===== config.mk =====
export PLATFORM = sky130hd
export DESIGN_NAME = mra_matrix_store
export DESIGN_NICKNAME = d
export VERILOG_FILES = /design/src/rtl/core/mra_pkg.sv /design/src/rtl/core/mra_matrix_store.sv
export SDC_FILE = /design/constraint.sdc
export NUM_CORES = 1
export LEC_CHECK = 0
export BUFFER_PORTS_ARGS = -buffer_cell sky130_fd_sc_hd__buf_2
export CAP_MARGIN = 25
export CORE_AREA = 8 8 242 244
export DETAILED_ROUTE_END_ITERATION = 10
export DIE_AREA = 0 0 250 252
export HOLD_SLACK_MARGIN = 0.05
export PLACE_DENSITY = 0.55
export SYNTH_ARGS = -nofsm -noshare
export SYNTH_HDL_FRONTEND = slang
export SYNTH_SLANG_ARGS = --single-unit

===== constraint.sdc =====
create_clock -name clk -period 10.3 [get_ports clk]
set_input_delay 0.515 -clock clk [delete_from_list [all_inputs] [get_ports clk]]
set_output_delay 0.515 -clock clk [all_outputs]
set_load 0.01 [all_outputs]

===== src/rtl/core/mra_pkg.sv =====
// Shared types, field widths and request kind codes for the matrix row ALU.
package mra_pkg;

	localparam int NCOLS         = 4;
	localparam int NENTRIES      = NCOLS * NCOLS;
	localparam int ELEM_W        = 32;
	localparam int ROW_W         = 2;
	localparam int KIND_W        = 3;
	localparam int PROD_W        = 2 * ELEM_W;
	localparam int ADDSUB_W      = ELEM_W + 1;
	localparam int SUM_W         = PROD_W + 2;
	localparam int FRAC_BITS_DEF = 16;

	localparam int IN_FIELDS_W   = ROW_W + (NCOLS + 1) * ELEM_W;
	localparam int IN_TDATA_W    = ((IN_FIELDS_W + 7) / 8) * 8;
	localparam int OUT_FIELDS_W  = ROW_W + NCOLS * ELEM_W;
	localparam int OUT_TDATA_W   = ((OUT_FIELDS_W + 7) / 8) * 8;

	typedef logic signed [ELEM_W-1:0]   elem_t;
	typedef logic signed [PROD_W-1:0]   prod_t;
	typedef logic signed [ADDSUB_W-1:0] addsub_t;

	localparam elem_t ELEM_MAX = 32'sh7fff_ffff;
	localparam elem_t ELEM_MIN = 32'sh8000_0000;

	typedef enum logic [KIND_W-1:0] {
		KIND_LOAD  = 3'd0,
		KIND_MUL   = 3'd1,
		KIND_ADD   = 3'd2,
		KIND_SUB   = 3'd3,
		KIND_SCALE = 3'd4
	} kind_t;

	typedef struct packed {
		logic             has_result;
		logic             is_addsub;
		logic [ROW_W-1:0] row;
	} ctl_t;

endpackage


===== src/rtl/core/mra_matrix_store.sv =====
// Storage for the 4x4 right-hand matrix, written one row at a time.
module mra_matrix_store (
	input  logic                       clk,
	input  logic                       we,
	input  logic [mra_pkg::ROW_W-1:0]  wrow,
	input  mra_pkg::elem_t             wdata [mra_pkg::NCOLS],
	output mra_pkg::elem_t             mat   [mra_pkg::NENTRIES]
);

	mra_pkg::elem_t mat_q [mra_pkg::NENTRIES];

	always_ff @(posedge clk) begin
		if (we) begin
			for (int c = 0; c < mra_pkg::NCOLS; c++) begin
				mat_q[{wrow, 2'(c)}] <= wdata[c];
			end
		end
	end

	assign mat = mat_q;

endmodule


-- After elaboration in Yosys (flattened, before gate mapping)
Index checks and enable logic that the tools add are counted.
- output and inout bits: 512
- flip-flop bits (word level): 512
- word-level logic and storage cells: 44
- input bits: 132
- mux-type cells: 12
- reductions and logical operators: 4
- bitwise gates (word level): 4
- order comparisons: 8
- operators with widths (operator ; number):
    $bwmux 512 ; 4
    $demux 32 s4 ; 4
    $mux 32 ; 4
    $ge 5x5->1 const B ; 4
    $lt 5x1->1 const B ; 4
    $not 4->5 ; 4
    $logic_and 1x1->1 ; 4

-- Depth between registers and ports, before layout
- word-level depth: 9
- depth in mapped cells: 3
- depth with buffers taken out: 1

-- Worst setup path before layout
No wires, ideal clock.
- path kind: in2reg
- start: input wrow[1] in the netlist's numbering
- end: register mat_q (netlist bit mat[384]) (enable)
- cell stages on the path: 3
- arrival time: 10.053 ns
- required time: 9.503 ns
- buffers on the path: 2
- slack: -0.550 ns
- library setup time: 0.797 ns
- path through: buf_6 -> buf_2 -> nor3b_1
- RTL lines (element ; line ; text):
    start: declaration ; mra_matrix_store.sv:5 ; input logic [mra_pkg::ROW_W-1:0] wrow,
    end signal: indexed assignment ; mra_matrix_store.sv:15 ; mat_q[{wrow, 2'(c)}] <= wdata[c];
    end: declaration ; mra_matrix_store.sv:10 ; mra_pkg::elem_t mat_q [mra_pkg::NENTRIES];

==> metrics.yaml <==
status: "completed"
worstSetupEndpointType: "flip-flop"
root_buffer: "clkbuf_16"
layout-drive-gt1-share_pct: 52.84
fp.coreArea_um2: 54660
grt-busiest-layer: "met2"
worstHoldPathType: "input port to flip-flop"
synth_area_um2: 16610
grt_overflow: 0
ys_ff_latch: 512
synth_fp_nets: 804
worst_pin_slew_ns: 1.036
grt_use_met2_pct: 25.34
path_class: "input port to flip-flop"
multi_input_area_um2: 1060
hold_violations: 0
grt_pass1_vias: 9585
netlist.area_leader.share_pct: 92.56
grt_pass1_wl_um: 68260
drt_wl_total_um: 48600
powerDensity_nw_per_um2: 205.0
vias_per_cell: 4.360
grt_start_max_net_pins: 133
rsz0062_at_grt: "false"
yosysTopAreaCell: "edfxtp_1"
avgSynthCellArea_um2: 24.72
cts-hold-fix-buffers: 0
routedWlPerCell_um: 23.17
row_count: 86
drt-initial-drc-count: 514
yosys_warnings: 0
clkSinkCount: 512
cts_tree: "built"
nets: 1484
ctsResizeCount: 0
dieHeight_um: 252
critPathLaunchType: "input port"
grt_usage_pct: 14.46
start_util_pct: 30.39
cap_violations: 0
cts_setup_buffers: 0
finalMaxSlewViolations: 0
area_growth_pct: 34.67
dp_hpwl_um: 34980
clock_path_buffers: 3
ys_seq_area_share_pct: 92.56
fin_cells: 2097
io_buffers: 643
antenna_found_initial: 2
netlist_instances: 672
hold_depth: 1
tns_ns: 0
arrival_ns: 2.95
peakVddDrop_v: 0.0001316
regArea_um2: 15370
p_leak_nw: 8.536
ant_nets: 0
yosysUniqueCellTypes: 13
die_area_um2: 63000
dr.pass1.iters: 5
period_share_pct: 26.59
fillCellCount: 5017
dr_total_vias: 9142
final_cell_mix: "buf_2 (641), edfxtp_1 (512), and3b_1 (61)"
io_pins: 644
placed_cells: 2000
place.gp.congestion: 0.8155
cts_made_buffers: 52
final_common_cell: "buf_2"
max_slew_margin_pct: 30.91
layout_min_cycle_time_ns: 2.739
largest_reg_flops: 512
crit_fanout: 102
yosys-top-cells-area: "edfxtp_1 (93%), and3b_1 (3.3%), nor3b_1 (1.5%)"
num_antenna_cells: 0
htree_num_levels: 2
setup_viol: 0
drc: 0
grtUsageMet1_pct: 16.58
met3_usage_pct: 5.670
worstPathRequired_ns: 10.51
die_w_um: 250
hold_start: "wdata[110]"
max_freq_mhz: 365.1
clkTransAtPathRegs_ns: 0.06
hold_end: "mat[366]$_DFFE_PP_"
==> routing by layer <==
metal | up-vias | routed length [µm]
li1 | 4061 | -
met1 | 4591 | 18460
met2 | 435 | 24970
met3 | 53 | 4378
met4 | 2 | 779
met5 | - | 12
==> stage by stage <==
stage               instance area (µm²)  total power (W)  hold WS (ns)  setup slack, ns  utilization [%]
floorplan                         16620         0.002583        0.6139            3.985                -
CTS                               22320         0.004653       0.09318            7.192            40.82
global placement                  20610         0.002753        0.7262            6.591            37.70
finish                            22370         0.004587        0.1504            7.561            40.92
global route                      22370         0.004744        0.1064            7.491            40.92
detailed placement                20610         0.002758        0.7310            6.556            37.70
==> worst max path at each step <==
stage          cells past startpoint  slack, ns    start                  to
2_1_floorplan                      3       3.99  wrow[0]  mat[384]$_DFFE_PP_
3_3_place_gp                       4       6.59  wrow[1]  mat[383]$_DFFE_PP_
3_5_place_dp                       4       6.56  wrow[1]  mat[291]$_DFFE_PP_
4_1_cts                            4       7.19  wrow[1]  mat[339]$_DFFE_PP_
5_1_grt                            6       7.49  wrow[1]  mat[339]$_DFFE_PP_
6_report                           6       7.56  wrow[1]  mat[339]$_DFFE_PP_
==> layout make-up <==
type | instances | area share (%)
repair buffers | 654 | 14.96
clock inverters | 34 | 1.577
well taps | 704 | 3.938
clock buffers | 61 | 6.063
multi-input cells | 132 | 4.737
flip-flops and latches | 512 | 68.73
==> kinds of logic after synthesis <==
family,count (synthesis),synth area share [%]
and+or+nand+nor,132,6.237
buffers and inverters,28,1.205
DFF,512,92.56
==> power by group <==
group / total (W) / internal (W) / switching (W)
Clock: 0.00188 / 0.00112 / 0.000765
Combinational: 0.000278 / 0.0000957 / 0.000182
Sequential: 0.00243 / 0.00240 / 0.0000269
Total: 0.00459 / 0.00361 / 0.000973
==> cells in the mapped netlist <==
library cell / number
buf_2: 9
nor3b_1: 33
buf_4: 2
buf_6: 5
clkbuf_2: 2
and3b_2: 3
clkbuf_1: 6
and3_1: 33
clkbuf_4: 1
and3b_1: 63
clkbuf_8: 1
edfxtp_1: 512
buf_8: 2
==> critical path: stages <==
cell,delay (ns)
buf_4,0.21
buf_16,0.24
and3b_4,0.53
buf_4,0.29
buf_16,0.30
buf_4,0.61
(Power assumes the default switching activity.)
