[config.mk]
export PLATFORM = sky130hd
export DESIGN_NAME = mra_reduce
export DESIGN_NICKNAME = d
export VERILOG_FILES = /design/src/rtl/core/mra_pkg.sv /design/src/rtl/core/mra_reduce.sv
export SDC_FILE = /design/constraint.sdc
export NUM_CORES = 2
export LEC_CHECK = 0
export BUFFER_PORTS_ARGS = -buffer_cell sky130_fd_sc_hd__buf_2
export CAP_MARGIN = 10
export CORE_AREA = 2 2 505 507
export DETAILED_ROUTE_END_ITERATION = 8
export DIE_AREA = 0 0 507 509
export GPL_TIMING_DRIVEN = 0
export PLACE_DENSITY = 0.36
export SYNTH_ARGS = -nofsm -noshare
export SYNTH_HDL_FRONTEND = slang
export SYNTH_SLANG_ARGS = --single-unit
[constraint.sdc]
create_clock -name vclk -period 14.65
set_input_delay 2.93 -clock vclk [all_inputs]
set_output_delay 2.93 -clock vclk [all_outputs]
set_load 0.05 [all_outputs]
[src/rtl/core/mra_pkg.sv]
// Shared types, field widths and request kind codes for the matrix row ALU.
package mra_pkg;

	localparam int NCOLS         = 4;
	localparam int NENTRIES      = NCOLS * NCOLS;
	localparam int ELEM_W        = 32;
	localparam int ROW_W         = 2;
	localparam int KIND_W        = 3;
	localparam int PROD_W        = 2 * ELEM_W;
	localparam int ADDSUB_W      = ELEM_W + 1;
	localparam int SUM_W         = PROD_W + 2;
	localparam int FRAC_BITS_DEF = 16;

	localparam int IN_FIELDS_W   = ROW_W + (NCOLS + 1) * ELEM_W;
	localparam int IN_TDATA_W    = ((IN_FIELDS_W + 7) / 8) * 8;
	localparam int OUT_FIELDS_W  = ROW_W + NCOLS * ELEM_W;
	localparam int OUT_TDATA_W   = ((OUT_FIELDS_W + 7) / 8) * 8;

	typedef logic signed [ELEM_W-1:0]   elem_t;
	typedef logic signed [PROD_W-1:0]   prod_t;
	typedef logic signed [ADDSUB_W-1:0] addsub_t;

	localparam elem_t ELEM_MAX = 32'sh7fff_ffff;
	localparam elem_t ELEM_MIN = 32'sh8000_0000;

	typedef enum logic [KIND_W-1:0] {
		KIND_LOAD  = 3'd0,
		KIND_MUL   = 3'd1,
		KIND_ADD   = 3'd2,
		KIND_SUB   = 3'd3,
		KIND_SCALE = 3'd4
	} kind_t;

	typedef struct packed {
		logic             has_result;
		logic             is_addsub;
		logic [ROW_W-1:0] row;
	} ctl_t;

endpackage

[src/rtl/core/mra_reduce.sv]
// Second compute stage: sum of products with the fraction shift, or the row add or subtract result, then saturation.
module mra_reduce #(
	parameter int FRAC_BITS = mra_pkg::FRAC_BITS_DEF
) (
	input  mra_pkg::prod_t    prod   [mra_pkg::NCOLS][mra_pkg::NCOLS],
	input  mra_pkg::addsub_t  addsub [mra_pkg::NCOLS],
	input  logic              is_addsub,
	output mra_pkg::elem_t    res    [mra_pkg::NCOLS],
	output logic              overflow
);

	localparam int SUM_W = mra_pkg::SUM_W;
	localparam logic signed [SUM_W-1:0] SAT_MAX = SUM_W'(mra_pkg::ELEM_MAX);
	localparam logic signed [SUM_W-1:0] SAT_MIN = SUM_W'(mra_pkg::ELEM_MIN);

	logic signed [SUM_W-1:0] sum [mra_pkg::NCOLS];
	logic signed [SUM_W-1:0] val [mra_pkg::NCOLS];
	logic [mra_pkg::NCOLS-1:0] sat;

	always_comb begin
		for (int c = 0; c < mra_pkg::NCOLS; c++) begin
			sum[c] = SUM_W'(prod[c][0]) + SUM_W'(prod[c][1]) +
			         SUM_W'(prod[c][2]) + SUM_W'(prod[c][3]);
			val[c] = is_addsub ? SUM_W'(addsub[c]) : (sum[c] >>> FRAC_BITS);
			if (val[c] > SAT_MAX) begin
				res[c] = mra_pkg::ELEM_MAX;
				sat[c] = 1'b1;
			end else if (val[c] < SAT_MIN) begin
				res[c] = mra_pkg::ELEM_MIN;
				sat[c] = 1'b1;
			end else begin
				res[c] = val[c][mra_pkg::ELEM_W-1:0];
				sat[c] = 1'b0;
			end
		end
	end

	assign overflow = |sat;

endmodule

# Word-level counts from Yosys, hierarchy flattened

Index checks and enable logic that the tools add are counted.

Output and inout bits: 129
Register bits after elaboration: 0
Word-level logic and storage cells: 41
Input bits: 1,157

Reductions and logical operators: 1
Multiplexer cells: 20
Add/subtract/negate cells: 12
Magnitude comparators: 8

Operator list:

| operator                                                                        | count |
|---|---|
| 65-bit by 64-bit adder with 66-bit output                                       | 4 |
| 66-bit by 64-bit adder with 66-bit output                                       | 4 |
| 66-bit by 32-bit > comparator with 1-bit output (second input constant)         | 4 |
| 66-bit by 32-bit less-than comparator with 1-bit output (second input constant) | 4 |
| 66-bit two-way mux                                                              | 4 |
| 64-bit by 64-bit adder with 65-bit output                                       | 4 |
| 32-bit two-way mux                                                              | 8 |
| 1-bit two-way mux                                                               | 8 |
| 4-bit OR reduction                                                              | 1 |

# Depth between registers and ports, before layout

Word-level depth: 8
Depth in mapped cells: 21

# Least setup slack after synthesis

OpenSTA, ideal clock, no wires.

Path type: input to output
Start point: input prod[515] in the netlist's numbering
End point: output res[75] in the netlist's numbering
Path buffers: 1
Path slack: 3.315 ns
Required time: 11.720 ns
Data arrival time: 8.405 ns
Stages: 19
Path through: inv_1 -> fa_1 -> inv_1 -> fa_1 -> ha_1 -> a211oi_2 -> o211ai_1 -> nor2b_1 -> or4b_1 -> a31oi_4 -> nor3_2 -> o211ai_1 -> nand3_1 -> or4_1 -> o41ai_1 -> a31o_2 -> inv_2 -> clkbuf_1 -> o21ai_0

RTL lines:

| element     | RTL line        | RTL |
|---|---|---|
| from (decl) | mra_reduce.sv:5 | `input mra_pkg::prod_t prod [mra_pkg::NCOLS][mra_pkg::NCOLS],` |
| to (decl)   | mra_reduce.sv:8 | `output mra_pkg::elem_t res [mra_pkg::NCOLS],` |

# Final worst setup path

Start point: input prod[794] in the netlist's numbering
End point: output overflow

Cells in the longest elaborated chain, start to end: 6
Elaborated cells between the ends (all ways): 7
Classes of those cells: 1 x add/sub; 2 x order compare; 3 x mux; 1 x reduce/logical

Ends and longest elaborated chain:

| element                                                 | RTL line         | RTL |
|---|---|---|
| 66-bit by 64-bit adder with 66-bit output *             | mra_reduce.sv:23 | `SUM_W'(prod[c][2]) + SUM_W'(prod[c][3]);` |
| 66-bit two-way mux *                                    | mra_reduce.sv:24 | `val[c] = is_addsub ? SUM_W'(addsub[c]) : (sum[c] >>> FRAC_BITS);` |
| 66-bit by 32-bit less-than comparator with 1-bit output | mra_reduce.sv:28 | `end else if (val[c] < SAT_MIN) begin` |
| 1-bit two-way mux                                       | mra_reduce.sv:28 |  |
| 1-bit two-way mux *                                     | mra_reduce.sv:25 | `if (val[c] > SAT_MAX) begin` |
| 4-bit OR reduction *                                    | mra_reduce.sv:38 | `assign overflow = \|sat;` |
| to (decl)                                               | mra_reduce.sv:9  | `output logic overflow` |

Mark *: on every way between the ends. The rest lies on a longest branch, timed or not.

==> impl_metrics.env <==
export IMPL_num_nets_final=7771
export IMPL_setup_violations_final=0
export IMPL_slowest_stage="a2bb2oi_1"
export IMPL_grt_max_degree=11
export IMPL_synth_largest_area_cell="fa_1"
export IMPL_groute_usage_overall=0.167
export IMPL_hold_viol_final=0
export IMPL_worstMarginPinSlew_ps=1270
export IMPL_drtAntennaViolNets=0
export IMPL_grt_pass1_vias=39129
export IMPL_rsz0062_at_grt="false"
export IMPL_wl_met2_um=107000
export IMPL_startpoint_type="primary input"
export IMPL_final_setup_tns_ps=0
export IMPL_synthTopCellsByCount="inv_1, fa_1, nand2_1, a21oi_1, o21ai_0"
export IMPL_areaGrowthSynthToFinish_pct=33.4
export IMPL_netlist_instances=4551
export IMPL_grt_overflow_total=0
export IMPL_yosysWarnings=0
export IMPL_synth_area_leaders="fa_1, inv_1, ha_1, a21oi_1, o21ai_0"
export IMPL_slowest_delay_ps=860
export IMPL_clock_fmax_mhz=77.1
export IMPL_gp_congestion=0.971
export IMPL_utilization=0.173
export IMPL_synth_top_cell_area_share=0.313
export IMPL_yosysSeqAreaShare=0
export IMPL_initial_core_util=0.129
export IMPL_maxSlewViolCount=0
export IMPL_multi_input_area_sq_um=27200
export IMPL_avgSynthCellArea_sq_um=7.19
export IMPL_cp_end_kind="primary output"
export IMPL_path_cells="buf_2, inv_1, fa_1, fa_1, inv_1, ha_1, clkbuf_1, a21oi_1, o21ai_1, a221oi_1, nand2b_1, inv_1, o311a_1, nor2_1, o211ai_1, a2111o_1, a31o_2, a2bb2oi_1, clkbuf_1, nand4b_1, buf_2"
export IMPL_row_count=185
export IMPL_post_cts_buffers=0
export IMPL_seq_cell_count=0
export IMPL_layout_drive_gt1_share=0.234
export IMPL_die_h_um=509
export IMPL_hpwl_um=212000
export IMPL_worst_path_most_repeated_cell="inv_1"
export IMPL_core_sq_um=253000
export IMPL_numPortBuffers=1286
export IMPL_n_clock_buffer=0
export IMPL_hold_path_class="in -> out"
export IMPL_first_pass_iters=5
export IMPL_arrival_ps=10030
export IMPL_finalCritPeriodShare=0.885
export IMPL_met1Wirelength_um=98200
export IMPL_totalWireLength_um=225000
export IMPL_dr_first_iter_drc_count=2126
export IMPL_crit_type="in -> out"
export IMPL_post_drt_wl_per_cell_um=24.4
export IMPL_slew_headroom=0.154
export IMPL_dr_total_vias=36927
export IMPL_post_cts_resized=0
export IMPL_maxCapViolCount=0
export IMPL_final_cell_count_no_fill=9257
export IMPL_fin_hold_ws_ps=6410
export IMPL_antenna_found_initial=151
export IMPL_grt_first_pass_wirelength_um=306000
export IMPL_critPathRequiredTime_ps=11720
export IMPL_dpl_cell_count=9213
export IMPL_crit_fanout=10
export IMPL_route_met3_wl_um=16600
export IMPL_drc=0
export IMPL_ys_types=88
export IMPL_nFillCells=29602
export IMPL_routed_via_density=3.99
export IMPL_regArea_sq_um=0
export IMPL_die_area_sq_um=258000
export IMPL_finalCriticalPeriod_ps=12960
export IMPL_status="complete, no violations"
export IMPL_fp_dieW_um=507
export IMPL_synth_area_sq_um=32700
export IMPL_synth_nets=6472
export IMPL_yosys_cell_count_top_type="inv_1"
export IMPL_ios=1286
export IMPL_top_layer_used="met5"
export IMPL_ctsHoldBuffers=0
## cell usage in the layout, fill, tap and decap left out, types with 10 or more instances in the layout
cell type	count
inv_1	1306
buf_2	1302
fa_1	512
nand2_1	347
a21oi_1	324
o21ai_0	283
ha_1	252
nor2_1	198
a21o_1	147
clkbuf_1	124
nand4_1	102
xnor2_1	81
xor2_1	78
nand3_1	68
o21bai_1	57
o21a_1	56
nor3_1	47
diode_2	43
o211ai_1	36
a31oi_1	30
a211oi_1	29
and3_1	29
nor4_1	28
or3_1	27
mux2i_1	22
nor2b_1	20
nand2b_1	17
o21ai_1	17
and2_1	16
and4_1	16
o31ai_1	14
clkbuf_2	13
a41oi_1	12
o2111ai_1	12
a21boi_0	12
a221oi_1	10
a211o_1	10
or4_1	10
## final timing paths
path / from / end / cells after the start
hold / removal: addsub[65] / res[63] / 4
setup / recovery: prod[794] / overflow / 21
## metal layers
| metal | global-route usage | vias to the layer above |
|---|---|---|
| met5 | 0 | - |
| met4 | 0.0133 | 86 |
| met3 | 0.0407 | 222 |
| met2 | 0.292 | 1418 |
| met1 | 0.215 | 17912 |
| li1 | - | 17289 |
## critical path, delay by kind of cell
family	cells	cell delay [ps]
buffers and inverters	7	1660
adder cells (fa/ha/maj)	3	1280
AND/OR/NAND/NOR	3	650
AO/OA/AOI/OAI	8	3460
## kinds of logic after synthesis
family,share of synthesized area
buffers and inverters,0.170
AO/OA/AOI/OAI,0.224
AND/OR/NAND/NOR,0.146
adder cells (fa/ha/maj),0.410
XOR/XNOR,0.0426
multiplexers,0.00776
## cell type report
cell class	count	area share
inverters	1308	0.113
multi-input cells	3081	0.622
well taps	3366	0.0965
plain buffers	162	0.0155
repair buffers	1297	0.151
diodes	43	0.00247
## metrics by stage
step / setup slack (ps) / instance area, sq um
floorplan: 3320 / 32700
global placement: -1460 / 43400
detailed placement: 1260 / 43500
CTS: 1250 / 43500
global route: 1260 / 43600
finish: 1690 / 43600
